**src/sv/emahq_pkg.sv**
```systemverilog
// Shared types and constants for the EMA hysteresis quantizer.
package emahq_pkg;

  localparam int SAMPLE_W = 12;
  localparam int FRAC_W   = 16;
  localparam int ACC_W    = SAMPLE_W + FRAC_W;
  localparam int ALPHA_W  = 17;
  localparam int HYST_W   = 4;
  localparam int LEVEL_W  = 8;
  localparam int FS_W     = 16;
  // band arithmetic: level << 11 plus margin fits in 20 bits
  localparam int BAND_W   = 20;
  localparam int CFG_IDX_W  = 1;
  localparam int CFG_DATA_W = ALPHA_W;

  localparam logic [ALPHA_W-1:0] ALPHA_ONE   = ALPHA_W'(65536);
  localparam logic [HYST_W-1:0]  HYST_MIN    = HYST_W'(4);
  localparam logic [HYST_W-1:0]  HYST_MAX    = HYST_W'(11);
  localparam logic [HYST_W-1:0]  HYST_RESET  = HYST_W'(5);
  localparam logic [LEVEL_W-1:0] LEVEL_LIMIT = {LEVEL_W{1'b1}};

  // configuration register indexes
  localparam logic [CFG_IDX_W-1:0] REG_ALPHA = 1'b0;
  localparam logic [CFG_IDX_W-1:0] REG_HYST  = 1'b1;

  // effective (clamped) configuration
  typedef struct packed {
    logic [ALPHA_W-1:0] alpha;
    logic [HYST_W-1:0]  hyst;
  } cfg_t;

  // pipeline stage control: load from upstream, unload to downstream
  typedef struct packed {
    logic load;
    logic unload;
  } stage_ctl_t;

endpackage

```
**src/sv/emahq_filter.sv**
```systemverilog
// Filter stage: saturation and exponential moving average update.
module emahq_filter #(
  parameter int FULL_SCALE = 4095
) (
  input  logic                                 clk,
  input  logic                                 rst,
  input  emahq_pkg::stage_ctl_t                ctl,
  input  logic [emahq_pkg::SAMPLE_W-1:0]       sample,
  input  logic [emahq_pkg::ALPHA_W-1:0]        alpha,
  output logic                                 valid,
  output logic [emahq_pkg::SAMPLE_W-1:0]       ipart
);
  import emahq_pkg::*;

  localparam logic [FS_W-1:0] FS = FS_W'(FULL_SCALE);

  logic [ACC_W-1:0]           smoothed;
  logic [ACC_W-1:0]           smoothed_next;
  logic [SAMPLE_W-1:0]        sample_sat;
  logic [ACC_W-1:0]           target;
  logic                       rising;
  logic [ACC_W-1:0]           diff;
  logic [ACC_W+ALPHA_W-1:0]   prod;
  logic [ACC_W-1:0]           step;

  // saturate to full scale, then move toward the target by alpha
  always_comb begin
    sample_sat = ({{(FS_W-SAMPLE_W){1'b0}}, sample} > FS) ? FS[SAMPLE_W-1:0] : sample;
    target     = {sample_sat, {FRAC_W{1'b0}}};
    rising     = (target >= smoothed);
    diff       = rising ? (target - smoothed) : (smoothed - target);
    prod       = {{ALPHA_W{1'b0}}, diff} * {{ACC_W{1'b0}}, alpha};
    // step never exceeds diff, so the upper bits are zero
    step       = prod[ACC_W+FRAC_W-1:FRAC_W];
    smoothed_next = rising ? (smoothed + step) : (smoothed - step);
  end

  always_ff @(posedge clk) begin
    if (rst) begin
      smoothed <= '0;
      valid    <= 1'b0;
    end else if (ctl.load) begin
      smoothed <= smoothed_next;
      valid    <= 1'b1;
    end else if (ctl.unload) begin
      valid    <= 1'b0;
    end
  end

  // integer part, held with the smoothed value until this stage unloads
  assign ipart = smoothed[ACC_W-1:FRAC_W];

endmodule

```
**src/sv/emahq_quant.sv**
```systemverilog
// Quantizer stage: hysteresis band check, level register and result register.
module emahq_quant #(
  parameter int FULL_SCALE = 4095
) (
  input  logic                                 clk,
  input  logic                                 rst,
  input  emahq_pkg::stage_ctl_t                ctl,
  input  logic [emahq_pkg::SAMPLE_W-1:0]       ipart,
  input  logic [emahq_pkg::HYST_W-1:0]         hyst,
  output logic                                 valid,
  output logic                                 changed,
  output logic [emahq_pkg::LEVEL_W-1:0]        level
);
  import emahq_pkg::*;

  localparam logic [FS_W-1:0] FS = FS_W'(FULL_SCALE);

  logic [FS_W-1:0]     top_wide;
  logic [LEVEL_W-1:0]  top;
  logic [BAND_W-1:0]   margin;
  logic [BAND_W-1:0]   center;
  logic [BAND_W-1:0]   lower;
  logic [BAND_W-1:0]   upper;
  logic [BAND_W-1:0]   ipart_w;
  logic                outside;
  logic [SAMPLE_W-1:0] coarse;
  logic [LEVEL_W-1:0]  level_next;

  // band around the current level's center, widened at both ends
  always_comb begin
    top_wide = FS >> hyst;
    top      = (top_wide > {{(FS_W-LEVEL_W){1'b0}}, LEVEL_LIMIT}) ?
               LEVEL_LIMIT : top_wide[LEVEL_W-1:0];
    margin   = (BAND_W'(1) << hyst) - BAND_W'(1);
    center   = ({{(BAND_W-LEVEL_W){1'b0}}, level} << hyst) |
               (BAND_W'(1) << (hyst - HYST_W'(1)));
    lower    = (level != '0) ? (center - margin) : '0;
    upper    = (level < top) ? (center + margin) : {{(BAND_W-FS_W){1'b0}}, FS};
    ipart_w  = {{(BAND_W-SAMPLE_W){1'b0}}, ipart};
    outside  = (ipart_w < lower) || (ipart_w > upper);
    coarse   = ipart >> hyst;
    if (!outside) begin
      level_next = level;
    end else if (coarse > {{(SAMPLE_W-LEVEL_W){1'b0}}, top}) begin
      level_next = top;
    end else begin
      level_next = coarse[LEVEL_W-1:0];
    end
  end

  // level only moves on load, so it also serves as the held result field
  always_ff @(posedge clk) begin
    if (rst) begin
      level <= '0;
      valid <= 1'b0;
    end else if (ctl.load) begin
      level <= level_next;
      valid <= 1'b1;
    end else if (ctl.unload) begin
      valid <= 1'b0;
    end
  end

  always_ff @(posedge clk) begin
    if (ctl.load) begin
      changed <= outside;
    end
  end

endmodule

```
**src/sv/ema_hysteresis_quantizer_core.sv**
```systemverilog
// Top level of the EMA hysteresis quantizer: handshake, config and stages.
//
// Input channel: sample with in_valid/in_stall; a transaction completes at a
// rising edge with in_valid high and in_stall low. Output channel: changed and
// level with out_valid/out_stall, one result per input sample, in order.
// Configuration: cfg_we with cfg_index (0 = alpha_q16, 1 = level shift) and
// cfg_data; write only while no sample is in flight. Other indexes are ignored.
// Pipeline: input register, filter stage (smoothed value register, one
// 28x17 multiply), quantizer stage (level register and result register).
// out_valid rises once a sample has passed the input register, the filter
// stage and the quantizer stage. Throughput is one sample per cycle while
// out_stall is low; the smoothed value and the level each close a loop on
// their own register. Each stage advances when the next one is empty or
// draining, so bubbles collapse and samples keep being accepted while a
// finished result waits; in_stall rises only when all three stages are full
// and out_stall is high. A stalled result holds its fields.
// Reset (rst, synchronous): pipeline empty, smoothed value and level zero,
// alpha_q16 = 65536 (no filtering), level shift = 5.
module ema_hysteresis_quantizer_core #(
  parameter int FULL_SCALE = 4095
) (
  input  logic                                  clk,
  input  logic                                  rst,
  input  logic                                  in_valid,
  output logic                                  in_stall,
  input  logic [emahq_pkg::SAMPLE_W-1:0]        sample,
  output logic                                  out_valid,
  input  logic                                  out_stall,
  output logic                                  changed,
  output logic [emahq_pkg::LEVEL_W-1:0]         level,
  input  logic                                  cfg_we,
  input  logic [emahq_pkg::CFG_IDX_W-1:0]       cfg_index,
  input  logic [emahq_pkg::CFG_DATA_W-1:0]      cfg_data
);
  import emahq_pkg::*;

  logic [ALPHA_W-1:0]  alpha_q16;
  logic [HYST_W-1:0]   hyst_shift;
  cfg_t                cfg;

  logic                in_reg_valid;
  logic [SAMPLE_W-1:0] in_reg_sample;
  logic                filt_valid;
  logic [SAMPLE_W-1:0] filt_ipart;
  stage_ctl_t          filt_ctl;
  stage_ctl_t          quant_ctl;
  logic                out_free;
  logic                filt_free;
  logic                in_free;

  // configuration registers
  always_ff @(posedge clk) begin
    if (rst) begin
      alpha_q16  <= ALPHA_ONE;
      hyst_shift <= HYST_RESET;
    end else if (cfg_we) begin
      case (cfg_index)
        REG_ALPHA: alpha_q16  <= cfg_data[ALPHA_W-1:0];
        REG_HYST:  hyst_shift <= cfg_data[HYST_W-1:0];
        default: ;
      endcase
    end
  end

  // clamp to the usable ranges
  always_comb begin
    cfg.alpha = (alpha_q16 > ALPHA_ONE) ? ALPHA_ONE : alpha_q16;
    if (hyst_shift < HYST_MIN) begin
      cfg.hyst = HYST_MIN;
    end else if (hyst_shift > HYST_MAX) begin
      cfg.hyst = HYST_MAX;
    end else begin
      cfg.hyst = hyst_shift;
    end
  end

  // stage flow control
  always_comb begin
    out_free         = !out_valid || !out_stall;
    quant_ctl.load   = filt_valid && out_free;
    quant_ctl.unload = out_valid && !out_stall;
    filt_free        = !filt_valid || out_free;
    filt_ctl.load    = in_reg_valid && filt_free;
    filt_ctl.unload  = quant_ctl.load;
    in_free          = !in_reg_valid || filt_free;
  end

  assign in_stall = !in_free;

  // input register
  always_ff @(posedge clk) begin
    if (rst) begin
      in_reg_valid <= 1'b0;
    end else if (in_free) begin
      in_reg_valid <= in_valid;
    end
  end

  always_ff @(posedge clk) begin
    if (in_free && in_valid) begin
      in_reg_sample <= sample;
    end
  end

  emahq_filter #(
    .FULL_SCALE (FULL_SCALE)
  ) u_filter (
    .clk    (clk),
    .rst    (rst),
    .ctl    (filt_ctl),
    .sample (in_reg_sample),
    .alpha  (cfg.alpha),
    .valid  (filt_valid),
    .ipart  (filt_ipart)
  );

  emahq_quant #(
    .FULL_SCALE (FULL_SCALE)
  ) u_quant (
    .clk     (clk),
    .rst     (rst),
    .ctl     (quant_ctl),
    .ipart   (filt_ipart),
    .hyst    (cfg.hyst),
    .valid   (out_valid),
    .changed (changed),
    .level   (level)
  );

endmodule
```
**config.mk**
```make
export PLATFORM = sky130hd
export DESIGN_NAME = ema_hysteresis_quantizer_core
export DESIGN_NICKNAME = d
export VERILOG_FILES = /design/src/sv/emahq_pkg.sv /design/src/sv/emahq_filter.sv /design/src/sv/emahq_quant.sv /design/src/sv/ema_hysteresis_quantizer_core.sv
export SDC_FILE = /design/constraint.sdc
export NUM_CORES = 1
export LEC_CHECK = 0
export BUFFER_PORTS_ARGS = -buffer_cell sky130_fd_sc_hd__buf_4
export CAP_MARGIN = 20
export CELL_PAD_IN_SITES_DETAIL_PLACEMENT = 0
export CELL_PAD_IN_SITES_GLOBAL_PLACEMENT = 2
export CORE_MARGIN = 5
export CORE_UTILIZATION = 37
export CTS_CLUSTER_DIAMETER = 80
export CTS_CLUSTER_SIZE = 30
export DETAILED_ROUTE_END_ITERATION = 8
export PLACE_DENSITY = 0.78
export SLEW_MARGIN = 20
export SYNTH_ARGS = -nofsm -noshare
export SYNTH_HDL_FRONTEND = slang
export SYNTH_SLANG_ARGS = --single-unit
```
**constraint.sdc**
```tcl
create_clock -name clk -period 12 [get_ports clk]
set_input_delay 1.2 -clock clk [delete_from_list [all_inputs] [get_ports clk]]
set_output_delay 1.2 -clock clk [all_outputs]
set_load 0.02 [all_outputs]
```
# Yosys cells after proc, flatten, opt, wreduce, memory -nomap -nowiden
# Index checks and enable logic that the tools add are counted.
# classes
add_sub_neg	8
multipliers	1
order_cmp	9
shifts	5
mux	13
n_bitwise	2
n_reduce_logical	19
# op_table
cell	count
$sub A28 B28 Y28	3
$mux W28	2
$mul A28 B17 Y44	1
$mux W20	2
$shl A1 B4 Y20 const A	2
$add A28 B28 Y28	1
$ge A28 B28 Y1	1
$add A20 B20 Y20	1
$gt A12 B20 Y1	1
$lt A12 B20 Y1	1
$or A20 B20 Y20	1
$shl A8 B4 Y20	1
$sub A20 B2 Y20 const B	1
$sub A20 B20 Y20	1
$gt A17 B17 Y1 const B	1
$mux W17	1
$gt A16 B8 Y1 const B	1
$mux W8	2
$shr A12 B4 Y16 const A	1
$gt A12 B8 Y1	1
$shr A12 B4 Y12	1
$lt A8 B8 Y1	1
$mux W4	2
$reduce_bool A8 Y1	1
10 further kinds	26
# word_totals
reg_bits	73
output_inout_bits	11

# Depth between registers and ports, before layout
# Gate-level depths: netlist of run 1.
# depth
depth_word	11
depth_mapped	52
depth_no_buf	50

# By module
# From an unflattened synthesis of run 1, not the netlist that was laid out.
# unflattened
cells_unflattened	3237
area_unflattened_um2	25749.7
# modules_own_cells
module	instances	cells_each	area_each_um2	seq_area_each_um2
emahq_filter	1	2378	19389.8	580.6
emahq_quant	1	720	4954.8	210.2
ema_hysteresis_quantizer_core	1	139	1405.1	800.8

# Worst setup path before layout of run 1
# OpenSTA, ideal clock, no wires.
# synth_path
kind	reg-to-reg
startpoint	register u_filter.smoothed[0]
endpoint	register u_filter.smoothed[27]
setup_time_ns	0.123
t_arrival_ns	11.947
required_ns	11.877
slack_ns	-0.070
stages_incl_launch_ff	49
n_path_buf	7
synth_period_minus_slack_ns	12.070
path_cell_list	dfxtp_1 clkinv_1 ha_1 or4b_1 or2_4 o31ai_4 nand4_4 a221o_1 buf_6 buf_2 clkbuf_1 a21oi_1 xor2_1 buf_2 nand2_1 fa_1 inv_1 fa_1 (+13 left out) a2111oi_2 nand4bb_1 or2_2 o21ai_0 xor2_1 ha_1 clkbuf_1 a21o_1 a41o_1 a41o_1 a211o_1 a21o_1 a21oi_1 o21ai_0 xor3_1 xor2_1 nor2_1 mux2_1
# synth_between
elab_chain_len	5
word_cells_on_any_way	8
# synth_rtl
element	line_no	source
from (decl)	emahq_filter.sv:17	logic [ACC_W-1:0] smoothed;
from (signal assigned)	emahq_filter.sv:43	smoothed <= smoothed_next;
$sub A28 B28 Y28 or $ge A28 B28 Y1 (tied branches)	emahq_filter.sv:31, emahq_filter.sv:30	
$mux W28	emahq_filter.sv:31	diff = rising ? (target - smoothed) : (smoothed - target);
$mul A28 B17 Y44	emahq_filter.sv:32	prod = {{ALPHA_W{1'b0}}, diff} * {{ACC_W{1'b0}}, alpha};
$sub A28 B28 Y28 or $add A28 B28 Y28 (tied branches)	emahq_filter.sv:35	smoothed_next = rising ? (smoothed + step) : (smoothed - step);
$mux W28 (*)	emahq_filter.sv:35	
# Mark *: on every way between the ends. The rest lies on a longest branch, timed or not.
# A chain may end at the register's enable or synchronous reset.

# Worst setup path in the final report of run 1
# layout_path
startpoint	register u_filter.smoothed[1]
endpoint	register u_filter.smoothed[27]
# Same word-level chain as after synthesis.

==> results of run 1 <==
==> area by class of cell <==
type                            count  area share [%]
Multi-Input combinational cell   2339            71.8
Sequential cell                    73            5.46
Inverter                          562            7.23
Clock buffer                        9           0.772
Timing Repair Buffer              396            10.8
Clock inverter                      7           0.244
Tap cell                          864            3.71
==> cell families after synthesis <==
| kind of cell | Yosys count | share of synthesized area, % |
|---|---|---|
| flops | 73 | 6.52 |
| mux | 29 | 1.21 |
| other cells | 2 | 0.0308 |
| compound gates | 509 | 13.5 |
| fa+ha+maj | 635 | 44.5 |
| buf+inv | 703 | 11.0 |
| xor+xnor | 133 | 4.93 |
| simple gates | 1010 | 18.3 |
==> sequential cells by signal (all words and copies together) (netlist names) <==
register	flops
u_filter.smoothed	28
alpha_q16	17
in_reg_sample	12
u_quant.level	8
hyst_shift	4
in_reg_valid	1
u_filter.valid	1
u_quant.changed	1
u_quant.valid	1
==> cells in the final DEF (no fill, tap or decap), types with 10 or more instances in the layout <==
cell	Yosys	layout
sky130_fd_sc_hd__and3_1	28	27
sky130_fd_sc_hd__nand3_1	24	20
sky130_fd_sc_hd__o21bai_1	17	17
sky130_fd_sc_hd__nor3_1	21	19
sky130_fd_sc_hd__ha_4	0	10
sky130_fd_sc_hd__xnor2_2	3	11
sky130_fd_sc_hd__nor2_1	227	216
sky130_fd_sc_hd__o21ai_0	79	61
sky130_fd_sc_hd__xor2_1	54	50
sky130_fd_sc_hd__o21ai_1	1	13
sky130_fd_sc_hd__nand2b_1	18	18
sky130_fd_sc_hd__buf_6	2	13
sky130_fd_sc_hd__inv_1	561	555
sky130_fd_sc_hd__o31ai_1	18	12
sky130_fd_sc_hd__nor2_2	0	10
sky130_fd_sc_hd__nor4_1	18	16
sky130_fd_sc_hd__a21oi_2	0	25
sky130_fd_sc_hd__a211oi_1	23	20
sky130_fd_sc_hd__xnor2_1	75	67
sky130_fd_sc_hd__a21oi_1	189	162
sky130_fd_sc_hd__a211o_1	13	13
sky130_fd_sc_hd__fa_1	390	385
sky130_fd_sc_hd__mux2i_1	24	24
sky130_fd_sc_hd__nand4_1	20	20
sky130_fd_sc_hd__edfxtp_1	13	13
sky130_fd_sc_hd__o21a_1	14	13
sky130_fd_sc_hd__dfxtp_1	60	58
sky130_fd_sc_hd__nor2b_1	22	15
sky130_fd_sc_hd__ha_1	245	231
sky130_fd_sc_hd__conb_1	2	23
sky130_fd_sc_hd__nand2_1	521	514
sky130_fd_sc_hd__buf_4	1	374
sky130_fd_sc_hd__and2_1	70	70
sky130_fd_sc_hd__a21o_1	57	56
==> path summary, 6_finish.rpt <==
kind / from / endpoint / slack, ps / depth (start not counted)
hold / removal: u_filter.valid / u_quant.valid / 480 / 2
hold reg to reg: u_filter.valid / u_quant.valid / 480 / 2
setup / recovery: u_filter.smoothed[1] / u_filter.smoothed[27] / 250 / 52
setup reg to reg: u_filter.smoothed[1] / u_filter.smoothed[27] / 250 / 52
==> worst min-delay path, delay by kind of cell, from the launching register on <==
kind               cells  cell delay [ps]
AOI/OAI and AO/OA      1               40
DFF                    1              340
and+or+nand+nor        1               70
==> stage by stage <==
step | setup TNS, ps | area (um^2) | worst slack [ps]
after global placement | -304 | 27700 | -304
after floorplan | 0 | 24500 | 6.93
after detailed placement | -469 | 27700 | -469
after global routing | -193 | 29200 | -171
final | 0 | 29200 | 249
after CTS | 0 | 28300 | 1.05
==> timing repair <==
item                       in CTS  in global routing
setup endpoints to repair       1                  6
setup buffers                  13                 36
gates cloned                    1                  0
pin swaps                      17                 88
resized for setup              56                123
==> per-layer routing <==
metal / routed length, um / vias up / track usage (%)
met5: 0 / - / 0
met4: 2260 / 0 / 5.95
met3: 3570 / 112 / 2.11
met2: 41000 / 581 / 40.4
met1: 38300 / 11200 / 32.7
li1: - / 10400 / -
==> summary.log, run 1 <==
[sta] final critical path time including I/O delays and setup 11750 ps
[layout] area of combinational cells with multiple inputs 0.0209 mm^2
[placement] final estimated routing congestion in global placement 0.932
[die] starting density of the core 37.2%
[sta] final clock period utilization by the worst path 97.9%
[placement] placed cell count 4185
[die] width of the chip 267 um
[yosys] synthesized instance count 3094
[layout] Net count, final 4051
[layout] fillcell total 6731
[die] core region area 0.0656 mm^2
[global_route] first-pass GRT wire length 132 mm
[status] outcome complete, no violations
[placement] HPWL after DPL 71.3 mm
[yosys] ys async rst share 0%
[global_route] maximum number of pins on one net before global-route repair 68
[sta] pin slew with the least headroom to its limit 1080 ps
[critical_path] required time of the critical path 12270 ps
[clock_network] CTS clk-pin slew, worst paths 70 ps
[clock_network] number of sinks on the clock net 73
[global_route] number of global-route vias before repair 23300
[yosys] Synth Cell Area 0.0244 mm^2
[sta] Fin. Hold Viols 0
[critical_path] slowest stage cell on the critical path sky130_fd_sc_hd__fa_1
[layout] final core utilization 44.4%
[critical_path] Max FO, Critical Path 5
[layout] sequential standard cell area 0.00159 mm^2
[sta] worst slew margin relative to its limit 28.0%
[yosys] Syn Area/Cell 7.89 um^2
[clock_network] clock buffer count from CTS 9
[critical_path] buffering stage count on the worst path with inverters included 12
[hold_path] type of the tightest min-delay check reg -> reg
[route] routed wire length 85.1 mm
[layout] share of final-layout standard cells stronger than drive strength 1 16.9%
[placement] PortBufs 45
[clock_network] clk root buf sky130_fd_sc_hd__clkbuf_16
[critical_path] CP endpoint kind flip-flop
[clock_network] clock latency at the later pin of the worst-skew pair 380 ps
[clock_network] maximum level of the CTS H-tree 3
[route] remaining routing DRC violations 0
[yosys] post-synth top area share 32.0%
[layout] Final Instance Count excl. Fillers 4250
[yosys] cell taking the most area after synthesis sky130_fd_sc_hd__fa_1
[critical_path] CP Data Arrival Time 12020 ps
[clock_network] TritonCTS clock tree done
[yosys] library cell with the highest instance count after synthesis sky130_fd_sc_hd__inv_1
[sta] number of setup violations in the final report 0
[route] DR iter-0 viols 1381
[route] drt pass-1 iters 5
[route] Post-DRT Antenna Nets 0
[layout] area growth from synthesis to layout 19.5%
[global_route] remaining global-route overflow 0
[yosys] Post-synth top cells 561 x sky130_fd_sc_hd__inv_1, 521 x sky130_fd_sc_hd__nand2_1, 390 x sky130_fd_sc_hd__fa_1, 245 x sky130_fd_sc_hd__ha_1, 227 x sky130_fd_sc_hd__nor2_1
[layout] final antenna diode count 0
[die] floorplan row count 94
[critical_path] crit path launch type flip-flop
[critical_path] most common cell type on the critical path sky130_fd_sc_hd__fa_1
[sta] count of final max-slew check failures 0
[critical_path] largest incremental delay on the critical path 580 ps
[route] detailed-route wire length per cell 20.0 um
[global_route] initial antenna violation count 1
[critical_path] Top Family by Delay on Critical Path adder cells
[die] floorplan die area 0.0712 mm^2
[clock_network] # hold bufs at CTS 0
[run] maximum capacitance violations 0
[die] die boundary height 267 um
[sta] Achievable Freq 85.1 MHz
[route] Via Count 22300
[global_route] global-route usage over all layers 23.7%
[yosys] count of flip-flops with a built-in enable after synthesis 13
[die] IO Count 46
[yosys] count of cell types in the netlist 84
[yosys] count of warnings emitted by yosys 0
[yosys] post-synthesis sequential area ratio 6.52%
[yosys] Synth Flop Type sky130_fd_sc_hd__dfxtp_1
[critical_path] type of the worst setup path reg -> reg
[sta] WHS 484 ps
[yosys] post-synthesis sequential element count 73
[sta] final clock skew 10.3 ps
[clock_network] Clock Tree Buf Depth 2
[yosys] top cells by area, synth sky130_fd_sc_hd__fa_1 32%, sky130_fd_sc_hd__ha_1 13%, sky130_fd_sc_hd__inv_1 8.6%
[route] via/cell ratio 5.24
Power of run 1 is left out: the tool's default activity adds up to more than one toggle a clock period on the data nets, which glitch-free logic cannot reach.
==> run 2: changes to the inputs <==
PLACE_DENSITY = 0.77   (was 0.78)
SYNTH_HIERARCHICAL = 1   (was not set)
==> run 2 against run 1 <==
Clock skew increased by 9.7 ps. Area after synthesis up 5.5%. Die area up 5.3%. Synthesized cell count increased by 4.6%. Global-route usage fell by 2.5 points. Via count rose by 1.3%. Fmax hardly changed. Sequential share of layout area is 0.30 points lower. Non-clock buffer count grew 19. Worst setup slack got worse by 10 ps. Largest cell class unchanged.
==> summary.log, run 2 <==
[yosys] synthesized instance count 3237 [+4.6%]
[clock_network] maximum level of the CTS H-tree 3 [unchanged]
[hold_path] type of the tightest min-delay check reg -> reg
[yosys] Synth Cell Area 0.0257 mm^2 [+5.5%]
[pwr] PnR Total Power 0.00842 W
[layout] number of flip-flops under the largest register name 28 [unchanged]
[layout] register bank with the most flops u_filter/smoothed
[yosys] count of cell types in the netlist 103 [+23%]
[pwr] total power divided by cell area 273 mW/mm^2
[sta] final clock skew 19.9 ps [+9.66 ps]
[pwr] maximum VDD drop 0.165 mV
[layout] commonest non-fill, non-tap cell in the layout sky130_fd_sc_hd__inv_1
[yosys] ys async rst share 0% [unchanged]
[clock_network] number of sinks on the clock net 73 [unchanged]
[critical_path] worst flop-to-flop path startpoint in_reg_sample[1]
[yosys] post-synth top area share 30.3% [-1.7 points]
[clock_network] CTS clk-pin slew, worst paths 80 ps [about the same]
[global_route] first-pass GRT wire length 128 mm [-3.2%]
[global_route] initial antenna violation count 0 [-1]
[yosys] Syn Area/Cell 7.95 um^2 [+0.84%]
[yosys] library cell with the highest instance count after synthesis sky130_fd_sc_hd__inv_1
[pwr] leakage 15.3 nW
[critical_path] CP Data Arrival Time 12050 ps [+30 ps]
[clock_network] clock latency at the later pin of the worst-skew pair 400 ps [+20 ps]
[sta] pin slew with the least headroom to its limit 1110 ps [+35.0 ps]
[critical_path] worst reg2reg path depth 52 [unchanged]
[layout] Post-Layout Inst Area 0.0308 mm^2 [+5.6%]
[critical_path] CP endpoint kind flip-flop
[critical_path] largest incremental delay on the critical path 640 ps [+60 ps]
[placement] Post-Place Cell Area 0.0291 mm^2 [+5.1%]
[die] floorplan die area 0.0750 mm^2 [+5.3%]
[sta] unrepaired setup endpoints after global routing yes
[die] starting density of the core 37.4% [+0.22 points]
[clock_network] Clock Tree Buf Depth 2 [unchanged]
[sta] Fin. Hold Viols 0 [unchanged]
[placement] HPWL after DPL 66.6 mm [-6.5%]
[global_route] remaining global-route overflow 0 [unchanged]
[yosys] Synth Flop Type sky130_fd_sc_hd__dfxtp_1
[sta] count of final max-slew check failures 0 [unchanged]
[global_route] global-route usage over all layers 21.3% [-2.5 points]
[layout] leading cell types in the layout, fill and taps excluded 550 x sky130_fd_sc_hd__inv_1, 491 x sky130_fd_sc_hd__nand2_1, 383 x sky130_fd_sc_hd__fa_1
[critical_path] required time of the critical path 12290 ps [+20 ps]
[sta] number of setup violations in the final report 0 [unchanged]
[yosys] post-synthesis sequential element count 73 [unchanged]
[hold_path] worst hold path depth 2 [unchanged]
[layout] share of final-layout standard cells stronger than drive strength 1 18.7% [+1.8 points]
[yosys] top cells by area, synth sky130_fd_sc_hd__fa_1 30%, sky130_fd_sc_hd__ha_1 12%, sky130_fd_sc_hd__inv_1 8.3%
[route] detailed-route wire length per cell 18.0 um [-10%]
[sta] final critical path time including I/O delays and setup 11760 ps [+10.5 ps]
[route] DR iter-0 viols 1094 [-21%]
[placement] PortBufs 45 [unchanged]
[global_route] number of global-route vias before repair 24100 [+3.8%]
[critical_path] Max FO, Critical Path 8 [+3]
[route] Post-DRT Antenna Nets 0 [unchanged]
[critical_path] type of the worst setup path reg -> reg
[route] Via Count 22600 [+1.3%]
[yosys] count of warnings emitted by yosys 6 [+6]
[critical_path] crit path launch type flip-flop
[hold_path] startpoint of the tightest hold check path alpha_q16[5]
[layout] area growth from synthesis to layout 19.7%
[die] floorplan row count 96 [+2.1%]
[yosys] post-synthesis sequential area ratio 6.18% [-0.34 points]
[sta] Achievable Freq 85.0 MHz [about the same]
[die] core region area 0.0688 mm^2 [+4.9%]
[clock_network] clk root buf sky130_fd_sc_hd__clkbuf_16
[route] routed wire length 79.5 mm [-6.5%]
[clock_network] clock buffer count from CTS 9 [unchanged]
[layout] Net count, final 4164 [+2.8%]
[route] remaining routing DRC violations 0 [unchanged]
[sta] worst slew margin relative to its limit 25.6% [-2.3 points]
[layout] final antenna diode count 0 [unchanged]
[critical_path] flop2flop setup slack 240 ps [about the same]
[die] width of the chip 274 um [+2.6%]
[critical_path] reg2reg end u_filter/smoothed[27]
[global_route] maximum number of pins on one net before global-route repair 67 [-1.5%]
[yosys] count of flip-flops with a built-in enable after synthesis 13 [unchanged]
[sta] final clock period utilization by the worst path 98.0% [about the same]
[hold_path] sink of the worst hold path alpha_q16[5]
[die] IO Count 46 [unchanged]
[critical_path] slowest stage cell on the critical path sky130_fd_sc_hd__fa_1
[route] via/cell ratio 5.09 [-2.8%]
[placement] final estimated routing congestion in global placement 0.856 [-8.2%]
[yosys] Post-synth top cells 572 x sky130_fd_sc_hd__inv_1, 504 x sky130_fd_sc_hd__nand2_1, 390 x sky130_fd_sc_hd__fa_1, 246 x sky130_fd_sc_hd__ha_1, 171 x sky130_fd_sc_hd__nor2_1
[die] die boundary height 274 um [+2.6%]
[clock_network] TritonCTS clock tree done
[route] drt pass-1 iters 5 [unchanged]
[yosys] cell taking the most area after synthesis sky130_fd_sc_hd__fa_1
[layout] fillcell total 6988 [+3.8%]
[critical_path] most common cell type on the critical path sky130_fd_sc_hd__fa_1
[layout] top flop regs u_filter/smoothed (28), alpha_q16 (17), in_reg_sample (12)
[status] outcome complete, no violations
[run] maximum capacitance violations 0 [unchanged]
## run 2: what timing repair did
action,CTS,global route
pin swaps,16,134
hold endpoints to repair,0,0
buffers inserted,6,38
hold buffers,0,0
endpoints found under the setup margin,7,7
gates resized for setup,23,191
gates cloned,0,2
## run 2: worst max-delay path: cells and delay by family (launching register included)
kind | cells | cell delay [ps]
fa+ha+maj | 9 | 3860
compound gates | 20 | 3780
simple gates | 8 | 1360
buf+inv | 10 | 1220
xor+xnor | 3 | 500
mux | 2 | 490
flops | 1 | 430
## run 2: how the worst max path moves through the flow
stage                              start                     to  slack [ps]  cells after the start
finish                  in_reg_sample[1]  u_filter/smoothed[27]         240                     52
detailed placement  u_filter/smoothed[1]  u_filter/smoothed[27]        -700                     50
CTS                     in_reg_sample[1]  u_filter/smoothed[27]          10                     53
global placement    u_filter/smoothed[1]  u_filter/smoothed[27]        -540                     50
global route            in_reg_sample[1]  u_filter/smoothed[27]        -250                     52
floorplan           u_filter/smoothed[0]  u_filter/smoothed[27]          60                     52
## run 2: logic make-up (layout without fill, tap and decap cells)
logic type / count (synthesis) / in the layout / share of synthesized area, %
and+or+nand+nor: 1083 / 1083 / 20.0
buffers and inverters: 748 / 1007 / 11.3
adders and majority gates: 638 / 638 / 42.4
AOI/OAI and AO/OA: 502 / 502 / 13.1
xor gates and xnor gates: 118 / 118 / 4.01
muxes: 73 / 73 / 3.03
DFF: 73 / 73 / 6.18
other: 2 / 4 / 0.0292
## run 2: layer usage
layer / global-route usage (%) / vias to the layer above / wire length, um
met2: 39.3 / 363 / 41400
met3: 1.90 / 110 / 2020
met5: 0 / - / 0
met4: 5.84 / 0 / 2140
li1: - / 10800 / -
met1: 26.5 / 11300 / 34000
## run 2: area by class of cell
cell class | instances | area (um^2) | area share [%]
clock buffer | 10 | 229 | 0.743
clock inverter | 6 | 138 | 0.447
inverter | 576 | 2160 | 7.02
multi-input combinational | 2418 | 22200 | 71.9
sequential | 73 | 1590 | 5.17
tap | 931 | 1160 | 3.78
timing repair buffer | 415 | 3360 | 10.9
## run 2: stage by stage
stage                     setup slack (ps)  hold slack [ps]  TNS (ps)  instances  util [%]
final                                  239              486         0       4429      44.8
after global routing                  -251              523      -264       4429      44.8
after CTS                             10.6              491         0       4389      43.1
after detailed placement              -699              481     -1350       4367      42.3
after global placement                -544              457     -1010       4367      42.3
after floorplan                       56.3              439         0       3239         -
## run 2: report_power, final
| part | switching (W) | leakage [nW] | internal [W] | total (W) |
|---|---|---|---|---|
| combinational | 0.00415 | 14.5 | 0.00359 | 0.00774 |
| sequential | 0.0000348 | 0.617 | 0.000294 | 0.000329 |
| clock | 0.000130 | 0.177 | 0.000225 | 0.000355 |
| total | 0.00431 | 15.3 | 0.00411 | 0.00842 |
No activity file was read; power rests on OpenSTA's default activity.
==> run 3: changes to the inputs <==
RECOVER_POWER = 50   (was not set)
==> run 3 against run 2 <==
First-iteration DRC count decreased by 8.3%. Worst setup slack gained 12 ps. Critical path depth stayed put. Critical endpoint unchanged. Highest routed layer unchanged.
==> summary.log, run 3 (synthesis gave the netlist of run 2 again) <==
[sta] pin slew with the least headroom to its limit 1100 ps [-8.23 ps]
[pwr] leakage 15.3 nW [-0.34%]
[placement] worst setup slack before clock tree synthesis -699 ps [unchanged]
[placement] final estimated routing congestion in global placement 0.856 [unchanged]
[global_route] first-pass GRT wire length 128 mm [unchanged]
[critical_path] type of the worst setup path reg -> reg
[critical_path] largest incremental delay on the critical path 640 ps [about the same]
[critical_path] Max FO, Critical Path 8 [unchanged]
[pwr] switching power 0.00431 W [about the same]
[die] width of the chip 274 um [unchanged]
[pwr] part of the power in the clock network 4.2% [about the same]
[route] remaining routing DRC violations 0 [unchanged]
[layout] Net count, final 4164 [unchanged]
[sta] unrepaired setup endpoints after global routing yes
[route] via/cell ratio 5.11 [+0.25%]
[layout] top flop regs u_filter/smoothed (28), alpha_q16 (17), in_reg_sample (12)
[critical_path] total number of cells along the worst setup path 52 [unchanged]
[global_route] remaining global-route overflow 0 [unchanged]
[hold_path] type of the tightest min-delay check reg -> reg
[global_route] global-route usage over all layers 21.3% [unchanged]
[layout] share of final-layout standard cells stronger than drive strength 1 18.3% [-0.37 points]
[die] IO Count 46 [unchanged]
[layout] final antenna diode count 0 [unchanged]
[layout] leading cell types in the layout, fill and taps excluded 550 x sky130_fd_sc_hd__inv_1, 491 x sky130_fd_sc_hd__nand2_1, 383 x sky130_fd_sc_hd__fa_1
[die] floorplan row count 96 [unchanged]
[route] drt pass-1 iters 5 [unchanged]
[clock_network] clock buffer count from CTS 9 [unchanged]
[critical_path] flop2flop setup slack 250 ps [about the same]
[route] Via Count 22600 [+0.25%]
[pwr] fraction of power consumed by sequential logic 3.9% [about the same]
[sta] final clock period utilization by the worst path 97.9% [-0.099 points]
[sta] Achievable Freq 85.1 MHz [+0.10%]
[sta] number of setup violations in the final report 0 [unchanged]
[placement] PortBufs 45 [unchanged]
[pwr] total power divided by cell area 274 mW/mm^2 [about the same]
[sta] worst slew margin relative to its limit 26.2% [+0.55 points]
[global_route] number of global-route vias before repair 24100 [unchanged]
[clock_network] maximum level of the CTS H-tree 3 [unchanged]
[sta] count of final max-slew check failures 0 [unchanged]
[pwr] switching share of total power 51.2% [about the same]
[critical_path] CP Data Arrival Time 12040 ps [about the same]
[sta] TNS Setup 0 ps [unchanged]
[pwr] power share of the combinational group 91.9% [about the same]
[critical_path] crit path launch type flip-flop
[die] floorplan die area 0.0750 mm^2 [unchanged]
[sta] Fin. Hold Viols 0 [unchanged]
[layout] register bank with the most flops u_filter/smoothed
[clock_network] TritonCTS clock tree done
[layout] fillcell total 6998 [+0.14%]
[sta] post-layout worst setup margin 251 ps [+11.9 ps]
[layout] commonest non-fill, non-tap cell in the layout sky130_fd_sc_hd__inv_1
[die] starting density of the core 37.4% [unchanged]
[placement] Post-Place Cell Area 0.0291 mm^2 [unchanged]
[clock_network] number of sinks on the clock net 73 [unchanged]
[die] core region area 0.0688 mm^2 [unchanged]
[layout] Post-Layout Inst Area 0.0308 mm^2 [-0.15%]
[clock_network] clk root buf sky130_fd_sc_hd__clkbuf_16
[route] DR iter-0 viols 1003 [-8.3%]
[critical_path] Top Family by Delay on Critical Path adder cells
[sta] final clock skew 20.5 ps [+0.604 ps]
[clock_network] CTS clk-pin slew, worst paths 80 ps [about the same]
[placement] HPWL after DPL 66.6 mm [unchanged]
[layout] area growth from synthesis to layout 19.5%
[critical_path] CP endpoint kind flip-flop
[die] die boundary height 274 um [unchanged]
[sta] final critical path time including I/O delays and setup 11750 ps [-11.9 ps]
[run] maximum capacitance violations 0 [unchanged]
[global_route] initial antenna violation count 0 [unchanged]
[pwr] PnR Total Power 0.00842 W [about the same]
[layout] number of flip-flops under the largest register name 28 [unchanged]
[critical_path] most common cell type on the critical path sky130_fd_sc_hd__fa_1
[critical_path] required time of the critical path 12290 ps [about the same]
[route] routed wire length 79.6 mm [about the same]
[pwr] internal power summed over all cells 0.00411 W [-0.11%]
[clock_network] clock latency at the later pin of the worst-skew pair 400 ps [about the same]
[critical_path] worst reg2reg path depth 52 [unchanged]
[global_route] maximum number of pins on one net before global-route repair 67 [unchanged]
[clock_network] Clock Tree Buf Depth 2 [unchanged]
[pwr] maximum VDD drop 0.164 mV [-0.17%]
[route] Post-DRT Antenna Nets 0 [unchanged]
[critical_path] buffering stage count on the worst path with inverters included 10 [unchanged]
[route] detailed-route wire length per cell 18.0 um [about the same]
[critical_path] slowest stage cell on the critical path sky130_fd_sc_hd__fa_1
[hold_path] worst hold path depth 2 [unchanged]
[status] outcome complete, no violations
[run 3: cell types whose count changed in the layout (fill, tap and decap cells not counted), sizes merged]
cell / previous run / this run
clkbuf: 11 / 35
buf: 414 / 390
[run 3: worst paths after layout]
check                   start                    end
max          in_reg_sample[1]  u_filter/smoothed[27]
min              alpha_q16[4]           alpha_q16[4]
max reg2reg  in_reg_sample[1]  u_filter/smoothed[27]
min reg2reg      alpha_q16[4]           alpha_q16[4]
[run 3: repair_timing]
item	CTS	global route
hold buffers	0	0
setup buffers	6	38
endpoints found under the setup margin	7	7
cloned	0	2
pin swaps	16	134
resized for setup	23	191
[run 3: tightest hold or removal path, delay by kind of cell (launching register included)]
family | cells | cell delay (ps)
flip-flops | 1 | 330
AND/OR/NAND/NOR | 1 | 60
AO/OA/AOI/OAI | 1 | 50
[run 3: metrics by stage]
step	instances	util [%]	hold WS (ps)
detailed placement	4367	42.3	481
CTS	4389	43.1	491
floorplan	3239	-	439
global route	4429	44.7	523
finish	4429	44.7	486
global placement	4367	42.3	457
[run 3: power by group through the flow]
| stage | logic [W] | registers, W | clock network [W] |
|---|---|---|---|
| finish | 0.00773 | 0.000329 | 0.000355 |
| global route | 0.00851 | 0.000335 | 0.000374 |
| CTS | 0.00724 | 0.000328 | 0.000368 |
| detailed placement | 0.00710 | 0.000333 | 0 |
| global placement | 0.00705 | 0.000332 | 0 |
| floorplan | 0.00408 | 0.000343 | 0 |
[run 3: metal layers]
metal  track usage (%)  vias to the layer above  share of wire (%)
met1              26.5                    11300                 43
met2              39.3                      402                 52
met5                 0                        -                  0
met4              5.84                        0                2.7
li1                  -                    10800                  -
met3              1.90                      116                2.6
[run 3: cell type report]
| type | count | area, um^2 | area share (%) |
|---|---|---|---|
| multi-input combinational | 2418 | 22200 | 72.0 |
| timing repair buffer | 415 | 3310 | 10.8 |
| inverter | 576 | 2160 | 7.04 |
| sequential | 73 | 1590 | 5.17 |
| tap | 931 | 1160 | 3.79 |
| clock buffer | 10 | 229 | 0.744 |
| clock inverter | 6 | 138 | 0.447 |
